## src/rtl/sbsad_pkg.sv

```systemverilog
// Shared types and constants for the sub-pixel block SAD engine.
package sbsad_pkg;

    localparam int SAMPLE_W   = 15;
    localparam int WEIGHT_W   = 5;
    localparam int WEIGHTS_W  = 4 * WEIGHT_W;
    localparam int PROD_W     = SAMPLE_W + WEIGHT_W;
    localparam int WSUM_W     = PROD_W + 2;
    localparam int SAD_W      = 31;
    localparam int APB_ADDR_W = 4;
    localparam int APB_DATA_W = 32;

    localparam int ROUND_SINGLE = 8;
    localparam int SHIFT_SINGLE = 4;
    localparam int ROUND_BIDIR  = 16;
    localparam int SHIFT_BIDIR  = 5;

    localparam int PRED_W = WSUM_W - SHIFT_SINGLE;
    localparam int HALF_W = WSUM_W - SHIFT_BIDIR;

    localparam logic [SAD_W-1:0] SAD_MAX = {SAD_W{1'b1}};

    // Register indexes (byte address / 4)
    localparam logic [1:0] REG_BIDIR_MODE     = 2'd0;
    localparam logic [1:0] REG_WEIGHTS_FIRST  = 2'd1;
    localparam logic [1:0] REG_WEIGHTS_SECOND = 2'd2;

    localparam logic [WEIGHTS_W-1:0] WEIGHTS_RESET = WEIGHTS_W'(16);

    // 2x2 neighborhood: 0 upper left, 1 upper right, 2 lower left, 3 lower right
    typedef logic [3:0][SAMPLE_W-1:0] nbhd_t;

endpackage

```

## src/rtl/subpel_block_sad_uni_bi.sv

```systemverilog
// Sub-pixel block SAD: takes one pixel word per cycle with its 2x2 reference
// neighborhood (two neighborhoods in bidirectional mode), forms the bilinear
// prediction, and accumulates |cur - pred| into a 31-bit saturating sum. The
// word marked last_of_block yields one result word (sum and clip flag) and
// clears the sum. Throughput is one word per cycle while no result word waits on
// m_ready; a word passes an input register, a weighted-sum register, a difference
// register and the accumulator, which also registers the result word.
// The whole pipeline holds while a result word waits on m_ready.
module subpel_block_sad_uni_bi (
    input  logic                             aclk,
    input  logic                             aresetn,
    // configuration
    input  logic                             psel,
    input  logic                             penable,
    input  logic                             pwrite,
    input  logic [sbsad_pkg::APB_ADDR_W-1:0] paddr,
    input  logic [sbsad_pkg::APB_DATA_W-1:0] pwdata,
    output logic [sbsad_pkg::APB_DATA_W-1:0] prdata,
    output logic                             pready,
    // pixel words
    input  logic                             s_valid,
    output logic                             s_ready,
    input  logic [sbsad_pkg::SAMPLE_W-1:0]   s_cur_pixel,
    input  logic [sbsad_pkg::SAMPLE_W-1:0]   s_ref_a_upper_left,
    input  logic [sbsad_pkg::SAMPLE_W-1:0]   s_ref_a_upper_right,
    input  logic [sbsad_pkg::SAMPLE_W-1:0]   s_ref_a_lower_left,
    input  logic [sbsad_pkg::SAMPLE_W-1:0]   s_ref_a_lower_right,
    input  logic [sbsad_pkg::SAMPLE_W-1:0]   s_ref_b_upper_left,
    input  logic [sbsad_pkg::SAMPLE_W-1:0]   s_ref_b_upper_right,
    input  logic [sbsad_pkg::SAMPLE_W-1:0]   s_ref_b_lower_left,
    input  logic [sbsad_pkg::SAMPLE_W-1:0]   s_ref_b_lower_right,
    input  logic                             s_last_of_block,
    // result words
    output logic                             m_valid,
    input  logic                             m_ready,
    output logic [sbsad_pkg::SAD_W-1:0]      m_block_sad,
    output logic                             m_sad_saturated
);

    logic                              bidir_mode_reg;
    logic [sbsad_pkg::WEIGHTS_W-1:0]   weights_first_reg;
    logic [sbsad_pkg::WEIGHTS_W-1:0]   weights_second_reg;
    logic                              cfg_write;

    logic                              advance;

    logic                              s1_valid_reg;
    logic [sbsad_pkg::SAMPLE_W-1:0]    s1_cur_reg;
    sbsad_pkg::nbhd_t                  s1_ref_a_reg;
    sbsad_pkg::nbhd_t                  s1_ref_b_reg;
    logic                              s1_last_reg;

    logic [sbsad_pkg::WSUM_W-1:0]      wsum_a;
    logic [sbsad_pkg::WSUM_W-1:0]      wsum_b;

    logic                              s2_valid_reg;
    logic [sbsad_pkg::SAMPLE_W-1:0]    s2_cur_reg;
    logic [sbsad_pkg::WSUM_W-1:0]      s2_wsum_a_reg;
    logic [sbsad_pkg::WSUM_W-1:0]      s2_wsum_b_reg;
    logic                              s2_last_reg;

    logic [sbsad_pkg::WSUM_W-1:0]      rnd_single;
    logic [sbsad_pkg::WSUM_W-1:0]      rnd_a;
    logic [sbsad_pkg::WSUM_W-1:0]      rnd_b;
    logic [sbsad_pkg::PRED_W-1:0]      pred;
    logic [sbsad_pkg::PRED_W-1:0]      cur_ext;
    logic [sbsad_pkg::PRED_W-1:0]      diff;

    logic                              s3_valid_reg;
    logic [sbsad_pkg::PRED_W-1:0]      s3_diff_reg;
    logic                              s3_last_reg;

    logic [sbsad_pkg::SAD_W:0]         total;
    logic [sbsad_pkg::SAD_W-1:0]       acc_sum;
    logic                              ovf_sum;

    logic [sbsad_pkg::SAD_W-1:0]       acc_reg;
    logic [sbsad_pkg::SAD_W-1:0]       acc_next;
    logic                              ovf_reg;
    logic                              ovf_next;
    logic                              m_valid_reg;
    logic                              m_valid_next;
    logic [sbsad_pkg::SAD_W-1:0]       m_block_sad_reg;
    logic [sbsad_pkg::SAD_W-1:0]       m_block_sad_next;
    logic                              m_sad_saturated_reg;
    logic                              m_sad_saturated_next;

    // ---------------- configuration port ----------------
    assign pready    = 1'b1;
    assign cfg_write = psel && penable && pwrite && pready;

    always_ff @(posedge aclk) begin
        if (!aresetn) begin
            bidir_mode_reg     <= 1'b0;
            weights_first_reg  <= sbsad_pkg::WEIGHTS_RESET;
            weights_second_reg <= sbsad_pkg::WEIGHTS_RESET;
        end else if (cfg_write) begin
            case (paddr[3:2])
                sbsad_pkg::REG_BIDIR_MODE:     bidir_mode_reg     <= pwdata[0];
                sbsad_pkg::REG_WEIGHTS_FIRST:  weights_first_reg  <= pwdata[sbsad_pkg::WEIGHTS_W-1:0];
                sbsad_pkg::REG_WEIGHTS_SECOND: weights_second_reg <= pwdata[sbsad_pkg::WEIGHTS_W-1:0];
                default: ;
            endcase
        end
    end

    always_comb begin
        case (paddr[3:2])
            sbsad_pkg::REG_BIDIR_MODE:
                prdata = sbsad_pkg::APB_DATA_W'(bidir_mode_reg);
            sbsad_pkg::REG_WEIGHTS_FIRST:
                prdata = sbsad_pkg::APB_DATA_W'(weights_first_reg);
            sbsad_pkg::REG_WEIGHTS_SECOND:
                prdata = sbsad_pkg::APB_DATA_W'(weights_second_reg);
            default:
                prdata = '0;
        endcase
    end

    // ---------------- pipeline control ----------------
    // hold every stage while the result word is not taken
    assign advance = !m_valid_reg || m_ready;
    assign s_ready = advance;

    // ---------------- stage 1: input register ----------------
    always_ff @(posedge aclk) begin
        if (!aresetn) begin
            s1_valid_reg <= 1'b0;
        end else if (advance) begin
            s1_valid_reg <= s_valid;
        end
    end

    always_ff @(posedge aclk) begin
        if (advance) begin
            s1_cur_reg   <= s_cur_pixel;
            s1_ref_a_reg <= {s_ref_a_lower_right, s_ref_a_lower_left,
                             s_ref_a_upper_right, s_ref_a_upper_left};
            s1_ref_b_reg <= {s_ref_b_lower_right, s_ref_b_lower_left,
                             s_ref_b_upper_right, s_ref_b_upper_left};
            s1_last_reg  <= s_last_of_block;
        end
    end

    // ---------------- stage 2: weighted sums ----------------
    sbsad_wsum u_wsum_a (
        .weights (weights_first_reg),
        .samples (s1_ref_a_reg),
        .wsum    (wsum_a)
    );

    sbsad_wsum u_wsum_b (
        .weights (weights_second_reg),
        .samples (s1_ref_b_reg),
        .wsum    (wsum_b)
    );

    always_ff @(posedge aclk) begin
        if (!aresetn) begin
            s2_valid_reg <= 1'b0;
        end else if (advance) begin
            s2_valid_reg <= s1_valid_reg;
        end
    end

    always_ff @(posedge aclk) begin
        if (advance) begin
            s2_cur_reg    <= s1_cur_reg;
            s2_wsum_a_reg <= wsum_a;
            s2_wsum_b_reg <= wsum_b;
            s2_last_reg   <= s1_last_reg;
        end
    end

    // ---------------- stage 3: prediction and absolute difference ----------------
    always_comb begin
        rnd_single = s2_wsum_a_reg + sbsad_pkg::WSUM_W'(sbsad_pkg::ROUND_SINGLE);
        rnd_a      = s2_wsum_a_reg + sbsad_pkg::WSUM_W'(sbsad_pkg::ROUND_BIDIR);
        rnd_b      = s2_wsum_b_reg + sbsad_pkg::WSUM_W'(sbsad_pkg::ROUND_BIDIR);
        if (bidir_mode_reg) begin
            pred = sbsad_pkg::PRED_W'(rnd_a[sbsad_pkg::WSUM_W-1:sbsad_pkg::SHIFT_BIDIR])
                 + sbsad_pkg::PRED_W'(rnd_b[sbsad_pkg::WSUM_W-1:sbsad_pkg::SHIFT_BIDIR]);
        end else begin
            pred = rnd_single[sbsad_pkg::WSUM_W-1:sbsad_pkg::SHIFT_SINGLE];
        end
        cur_ext = sbsad_pkg::PRED_W'(s2_cur_reg);
        diff    = (cur_ext >= pred) ? (cur_ext - pred) : (pred - cur_ext);
    end

    always_ff @(posedge aclk) begin
        if (!aresetn) begin
            s3_valid_reg <= 1'b0;
        end else if (advance) begin
            s3_valid_reg <= s2_valid_reg;
        end
    end

    always_ff @(posedge aclk) begin
        if (advance) begin
            s3_diff_reg <= diff;
            s3_last_reg <= s2_last_reg;
        end
    end

    // ---------------- stage 4: saturating accumulate and result ----------------
    always_comb begin
        total   = {1'b0, acc_reg} + (sbsad_pkg::SAD_W + 1)'(s3_diff_reg);
        acc_sum = total[sbsad_pkg::SAD_W] ? sbsad_pkg::SAD_MAX : total[sbsad_pkg::SAD_W-1:0];
        ovf_sum = ovf_reg || total[sbsad_pkg::SAD_W];

        acc_next             = acc_reg;
        ovf_next             = ovf_reg;
        m_valid_next         = m_valid_reg;
        m_block_sad_next     = m_block_sad_reg;
        m_sad_saturated_next = m_sad_saturated_reg;

        if (advance) begin
            m_valid_next = 1'b0;
            if (s3_valid_reg) begin
                if (s3_last_reg) begin
                    // emit the block sum, then clear for the next block
                    m_valid_next         = 1'b1;
                    m_block_sad_next     = acc_sum;
                    m_sad_saturated_next = ovf_sum;
                    acc_next             = '0;
                    ovf_next             = 1'b0;
                end else begin
                    acc_next = acc_sum;
                    ovf_next = ovf_sum;
                end
            end
        end
    end

    always_ff @(posedge aclk) begin
        if (!aresetn) begin
            acc_reg     <= '0;
            ovf_reg     <= 1'b0;
            m_valid_reg <= 1'b0;
        end else begin
            acc_reg     <= acc_next;
            ovf_reg     <= ovf_next;
            m_valid_reg <= m_valid_next;
        end
    end

    always_ff @(posedge aclk) begin
        m_block_sad_reg     <= m_block_sad_next;
        m_sad_saturated_reg <= m_sad_saturated_next;
    end

    assign m_valid         = m_valid_reg;
    assign m_block_sad     = m_block_sad_reg;
    assign m_sad_saturated = m_sad_saturated_reg;

endmodule

```

## src/rtl/sbsad_wsum.sv

```systemverilog
// Weighted 2x2 neighborhood sum with four packed 5-bit weights.
module sbsad_wsum (
    input  logic [sbsad_pkg::WEIGHTS_W-1:0] weights,
    input  sbsad_pkg::nbhd_t                samples,
    output logic [sbsad_pkg::WSUM_W-1:0]    wsum
);

    logic [3:0][sbsad_pkg::PROD_W-1:0] prod;

    always_comb begin
        for (int k = 0; k < 4; k++) begin
            prod[k] = sbsad_pkg::PROD_W'(weights[k*sbsad_pkg::WEIGHT_W +: sbsad_pkg::WEIGHT_W])
                    * sbsad_pkg::PROD_W'(samples[k]);
        end
        wsum = sbsad_pkg::WSUM_W'(prod[0]) + sbsad_pkg::WSUM_W'(prod[1])
             + sbsad_pkg::WSUM_W'(prod[2]) + sbsad_pkg::WSUM_W'(prod[3]);
    end

endmodule

```

## config.mk

```make
export PLATFORM = sky130hd
export DESIGN_NAME = subpel_block_sad_uni_bi
export DESIGN_NICKNAME = d
export VERILOG_FILES = /design/src/rtl/sbsad_pkg.sv /design/src/rtl/subpel_block_sad_uni_bi.sv /design/src/rtl/sbsad_wsum.sv
export SDC_FILE = /design/constraint.sdc
export NUM_CORES = 2
export LEC_CHECK = 0
export BUFFER_PORTS_ARGS = -buffer_cell sky130_fd_sc_hd__buf_2
export CAP_MARGIN = 10
export CORE_MARGIN = 3
export CORE_UTILIZATION = 35
export CTS_CLUSTER_SIZE = 30
export DETAILED_ROUTE_END_ITERATION = 8
export GPL_ROUTABILITY_DRIVEN = 0
export GPL_TIMING_DRIVEN = 0
export MAX_ROUTING_LAYER = met4
export PLACE_DENSITY_LB_ADDON = 0.15
export SLEW_MARGIN = 20
export SYNTH_ARGS = -nofsm -noshare
export SYNTH_HDL_FRONTEND = slang
export SYNTH_SLANG_ARGS = --single-unit
export TNS_END_PERCENT = 50
```

## constraint.sdc

```tcl
create_clock -name aclk -period 15.2 [get_ports aclk]
set_clock_uncertainty 0.1 [all_clocks]
set_input_delay 1.52 -clock aclk [delete_from_list [all_inputs] [get_ports aclk]]
set_output_delay 1.52 -clock aclk [all_outputs]
set_load 0.005 [all_outputs]
```

==> results.py <==
metrics = {
    "clock_network": {
        "htree_levels": 2,
        "clk_pin_slew_worst_paths_ps": 60,
        "cts_resized": 0,
        "cts_hold_buf": 0,
        "cts.sinks": 317,
        "clockBufferDepth": 3,
        "cts_tree": "yes",
        "root_buffer": "clkbuf_16",
        "post_cts_buffers": 0,
        "clock_latency_ps": 600,
        "cts_buffers": 42,
    },
    "synth": {
        "ys_top_cells_by_count": "547 x inv_1, 485 x fa_1, 472 x nand2_1, 311 x and2_1, 240 x edfxtp_1",
        "synth_edf_count": 240,
        "ys.flop_type": "edfxtp_1",
        "yosysMostFrequentCell": "inv_1",
        "synth_top_cell_by_area": "fa_1",
        "syn_avg_cell_area_um2": 9.97,
        "synth_top_area_share_pct": 28.7,
        "synth-seq-area-share_pct": 25.9,
        "yosysWarningCount": 0,
        "synth_cells": 3391,
        "synthArstFlopShare_pct": 0,
        "ys_top_cells_by_area": "fa_1 29%, edfxtp_1 21%, ha_1 8.8%",
        "synth_seq_cells": 317,
        "synthesis.area_um2": 33800,
        "synth_cell_type_count": 75,
    },
    "floorplan": {
        "pin_count": 246,
        "die_x_um": 317,
        "dieHeight_um": 317,
        "rows": 113,
        "core_region_area_um2": 95400,
        "start_util_pct": 35.4,
        "die_area_um2": 100000,
    },
    "critical_path": {
        "crit_arrival_ps": 9710,
        "required_ps": 15430,
        "path_buf_inv": 6,
        "critPathSlowestCell": "dfxtp_1",
        "cp-end-kind": "flip-flop",
        "rr_startpoint": "weights_first_reg[4]",
        "cp.depth": 33,
        "cpLargestDelayFamily": "adder cells",
        "cp_slowest_stage_delay_ps": 570,
        "worst-setup-path-type": "flip-flop to flip-flop",
        "start_kind": "flip-flop",
        "reg2reg_slack_ps": 5720,
        "path_max_fanout": 10,
        "r2r_cells": 33,
        "path_common_cell": "fa_1",
        "r2r_end": "s2_wsum_a_reg[21]",
    },
    "job": {
        "max_cap_violations": 0,
    },
    "routing": {
        "wl_mm": 86.4,
        "drtIter0Drc": 1080,
        "first_pass_iters": 5,
        "drcViolationCount": 0,
        "routedWlPerCell_um": 17.4,
        "vias": 23300,
        "antenna_left": 0,
        "vias_per_cell": 4.68,
    },
    "min_path": {
        "hold_end": "s2_cur_reg[2]",
        "holdCritPathClass": "flip-flop to flip-flop",
        "hold_path_depth": 0,
        "hp-start": "s1_cur_reg[2]",
    },
    "power": {
        "ir_worst_vdd_v": 0.0000777,
        "p_per_area_nw_per_um2": 86.0,
        "leakage_nw": 17.0,
    },
    "layout": {
        "drive_above_1_share_pct": 9.16,
        "fill_cells": 9602,
        "area.sequential_um2": 8750,
        "num-nets-final": 4570,
        "stdcell_count": 4974,
        "multi_input_area_um2": 22500,
        "area_delta_synth_final_pct": 12.7,
    },
    "timing": {
        "worst_slack_ps": 5720,
        "rsz0062_at_grt": "no",
        "hold_viol": 0,
        "fin_crit_ps": 9480,
        "fin_crit_sh_pct": 62.4,
        "setup_tns_ps": 0,
        "setup_viol": 0,
        "max-slew-margin-rel_pct": 30.3,
        "fmax_mhz": 105,
        "worst_pin_slew_ps": 1040,
        "slew_viol_final": 0,
    },
    "global_routing": {
        "antenna_found_initial": 9,
        "grt_usage_pct": 18.3,
        "grt_pass1_wl_mm": 138,
        "grt_max_degree": 53,
        "grt_pass1_vias": 24600,
        "overflow": 0,
    },
    "placed_design": {
        "dp_hpwl_mm": 72.8,
        "placedCellCount": 4889,
        "dp_slack_ps": 5640,
        "portBuffers": 218,
    },
    "run_status": {
        "outcome": "completed",
    },
}
==> cell families after synthesis <==
| logic type | count (synthesis) | synth area share, % |
|---|---|---|
| buf+inv | 664 | 7.60 |
| mux | 29 | 0.884 |
| other cells | 2 | 0.0222 |
| flops | 317 | 25.9 |
| fa+ha+maj | 723 | 37.5 |
| compound gates | 401 | 7.97 |
| xor+xnor | 157 | 4.07 |
| simple gates | 1098 | 16.1 |
==> how the worst max path moves through the flow <==
stage	start	to
floorplan	m_ready	acc_reg[10]
global placement	m_ready	acc_reg[16]
detailed placement	weights_first_reg[4]	s2_wsum_a_reg[21]
CTS	weights_first_reg[4]	s2_wsum_a_reg[21]
global route	weights_first_reg[4]	s2_wsum_a_reg[21]
finish	weights_first_reg[4]	s2_wsum_a_reg[21]
==> cells in the final DEF (no fill, tap or decap), types with 8 or more instances in the layout <==
cell       synthesis  final
inv_1            547    546
fa_1             485    485
nand2_1          472    472
and2_1           311    311
edfxtp_1         240    240
ha_1             238    238
buf_2              5    223
xnor2_1          105    105
a21oi_1          103    103
clkbuf_1          96     99
nor2_1            90     90
dfxtp_1           77     77
o21ai_0           66     66
a21o_1            56     56
xor2_1            52     52
nand3_1           47     47
clkbuf_16          0     47
a22o_1            43     43
a21boi_0          42     42
nor3_1            35     35
and3_1            28     28
nand2b_1          28     28
nor2b_1           23     23
mux2i_1           22     22
nand4_1           17     17
o21bai_1          15     15
or3_1             14     14
buf_4             13     13
conb_1             2     13
o21a_1            10     10
a211oi_1           8      8
==> routing by layer <==
layer | part of all wire [%] | track usage [%] | vias to the layer above | wire, um
li1 | - | - | 11400 | -
met1 | 45 | 23.8 | 11400 | 39000
met2 | 47 | 29.7 | 398 | 40900
met3 | 4.8 | 2.75 | 108 | 4130
met4 | 2.7 | 5.08 | 0 | 2310
met5 | 0 | - | - | 0
==> stage by stage <==
| step | power (mW) | hold WS [ps] | instance area, um^2 | util [%] |
|---|---|---|---|---|
| after floorplan | 1.96 | 300 | 33900 | - |
| after global placement | 2.26 | 303 | 36500 | 38.3 |
| after detailed placement | 2.26 | 305 | 36700 | 38.4 |
| after CTS | 3.34 | 305 | 38100 | 39.9 |
| after global routing | 3.53 | 313 | 38100 | 39.9 |
| final | 3.28 | 303 | 38100 | 39.9 |
==> final cells by class <==
class | count | share of cell area (%)
antenna | 7 | 0.0459
buffer | 117 | 1.37
clock buffer | 55 | 3.27
clock inverter | 23 | 0.555
inverter | 547 | 5.39
multi-input combinational | 2421 | 59.1
sequential | 317 | 22.9
tap | 1265 | 4.15
timing repair buffer | 222 | 3.15
==> report_power, final <==
group / internal (mW) / switching, mW
Sequential: 1.05 / 0.0827
Combinational: 0.472 / 0.635
Clock: 0.629 / 0.412
Total: 2.15 / 1.13
No activity file was read; power rests on OpenSTA's default activity.
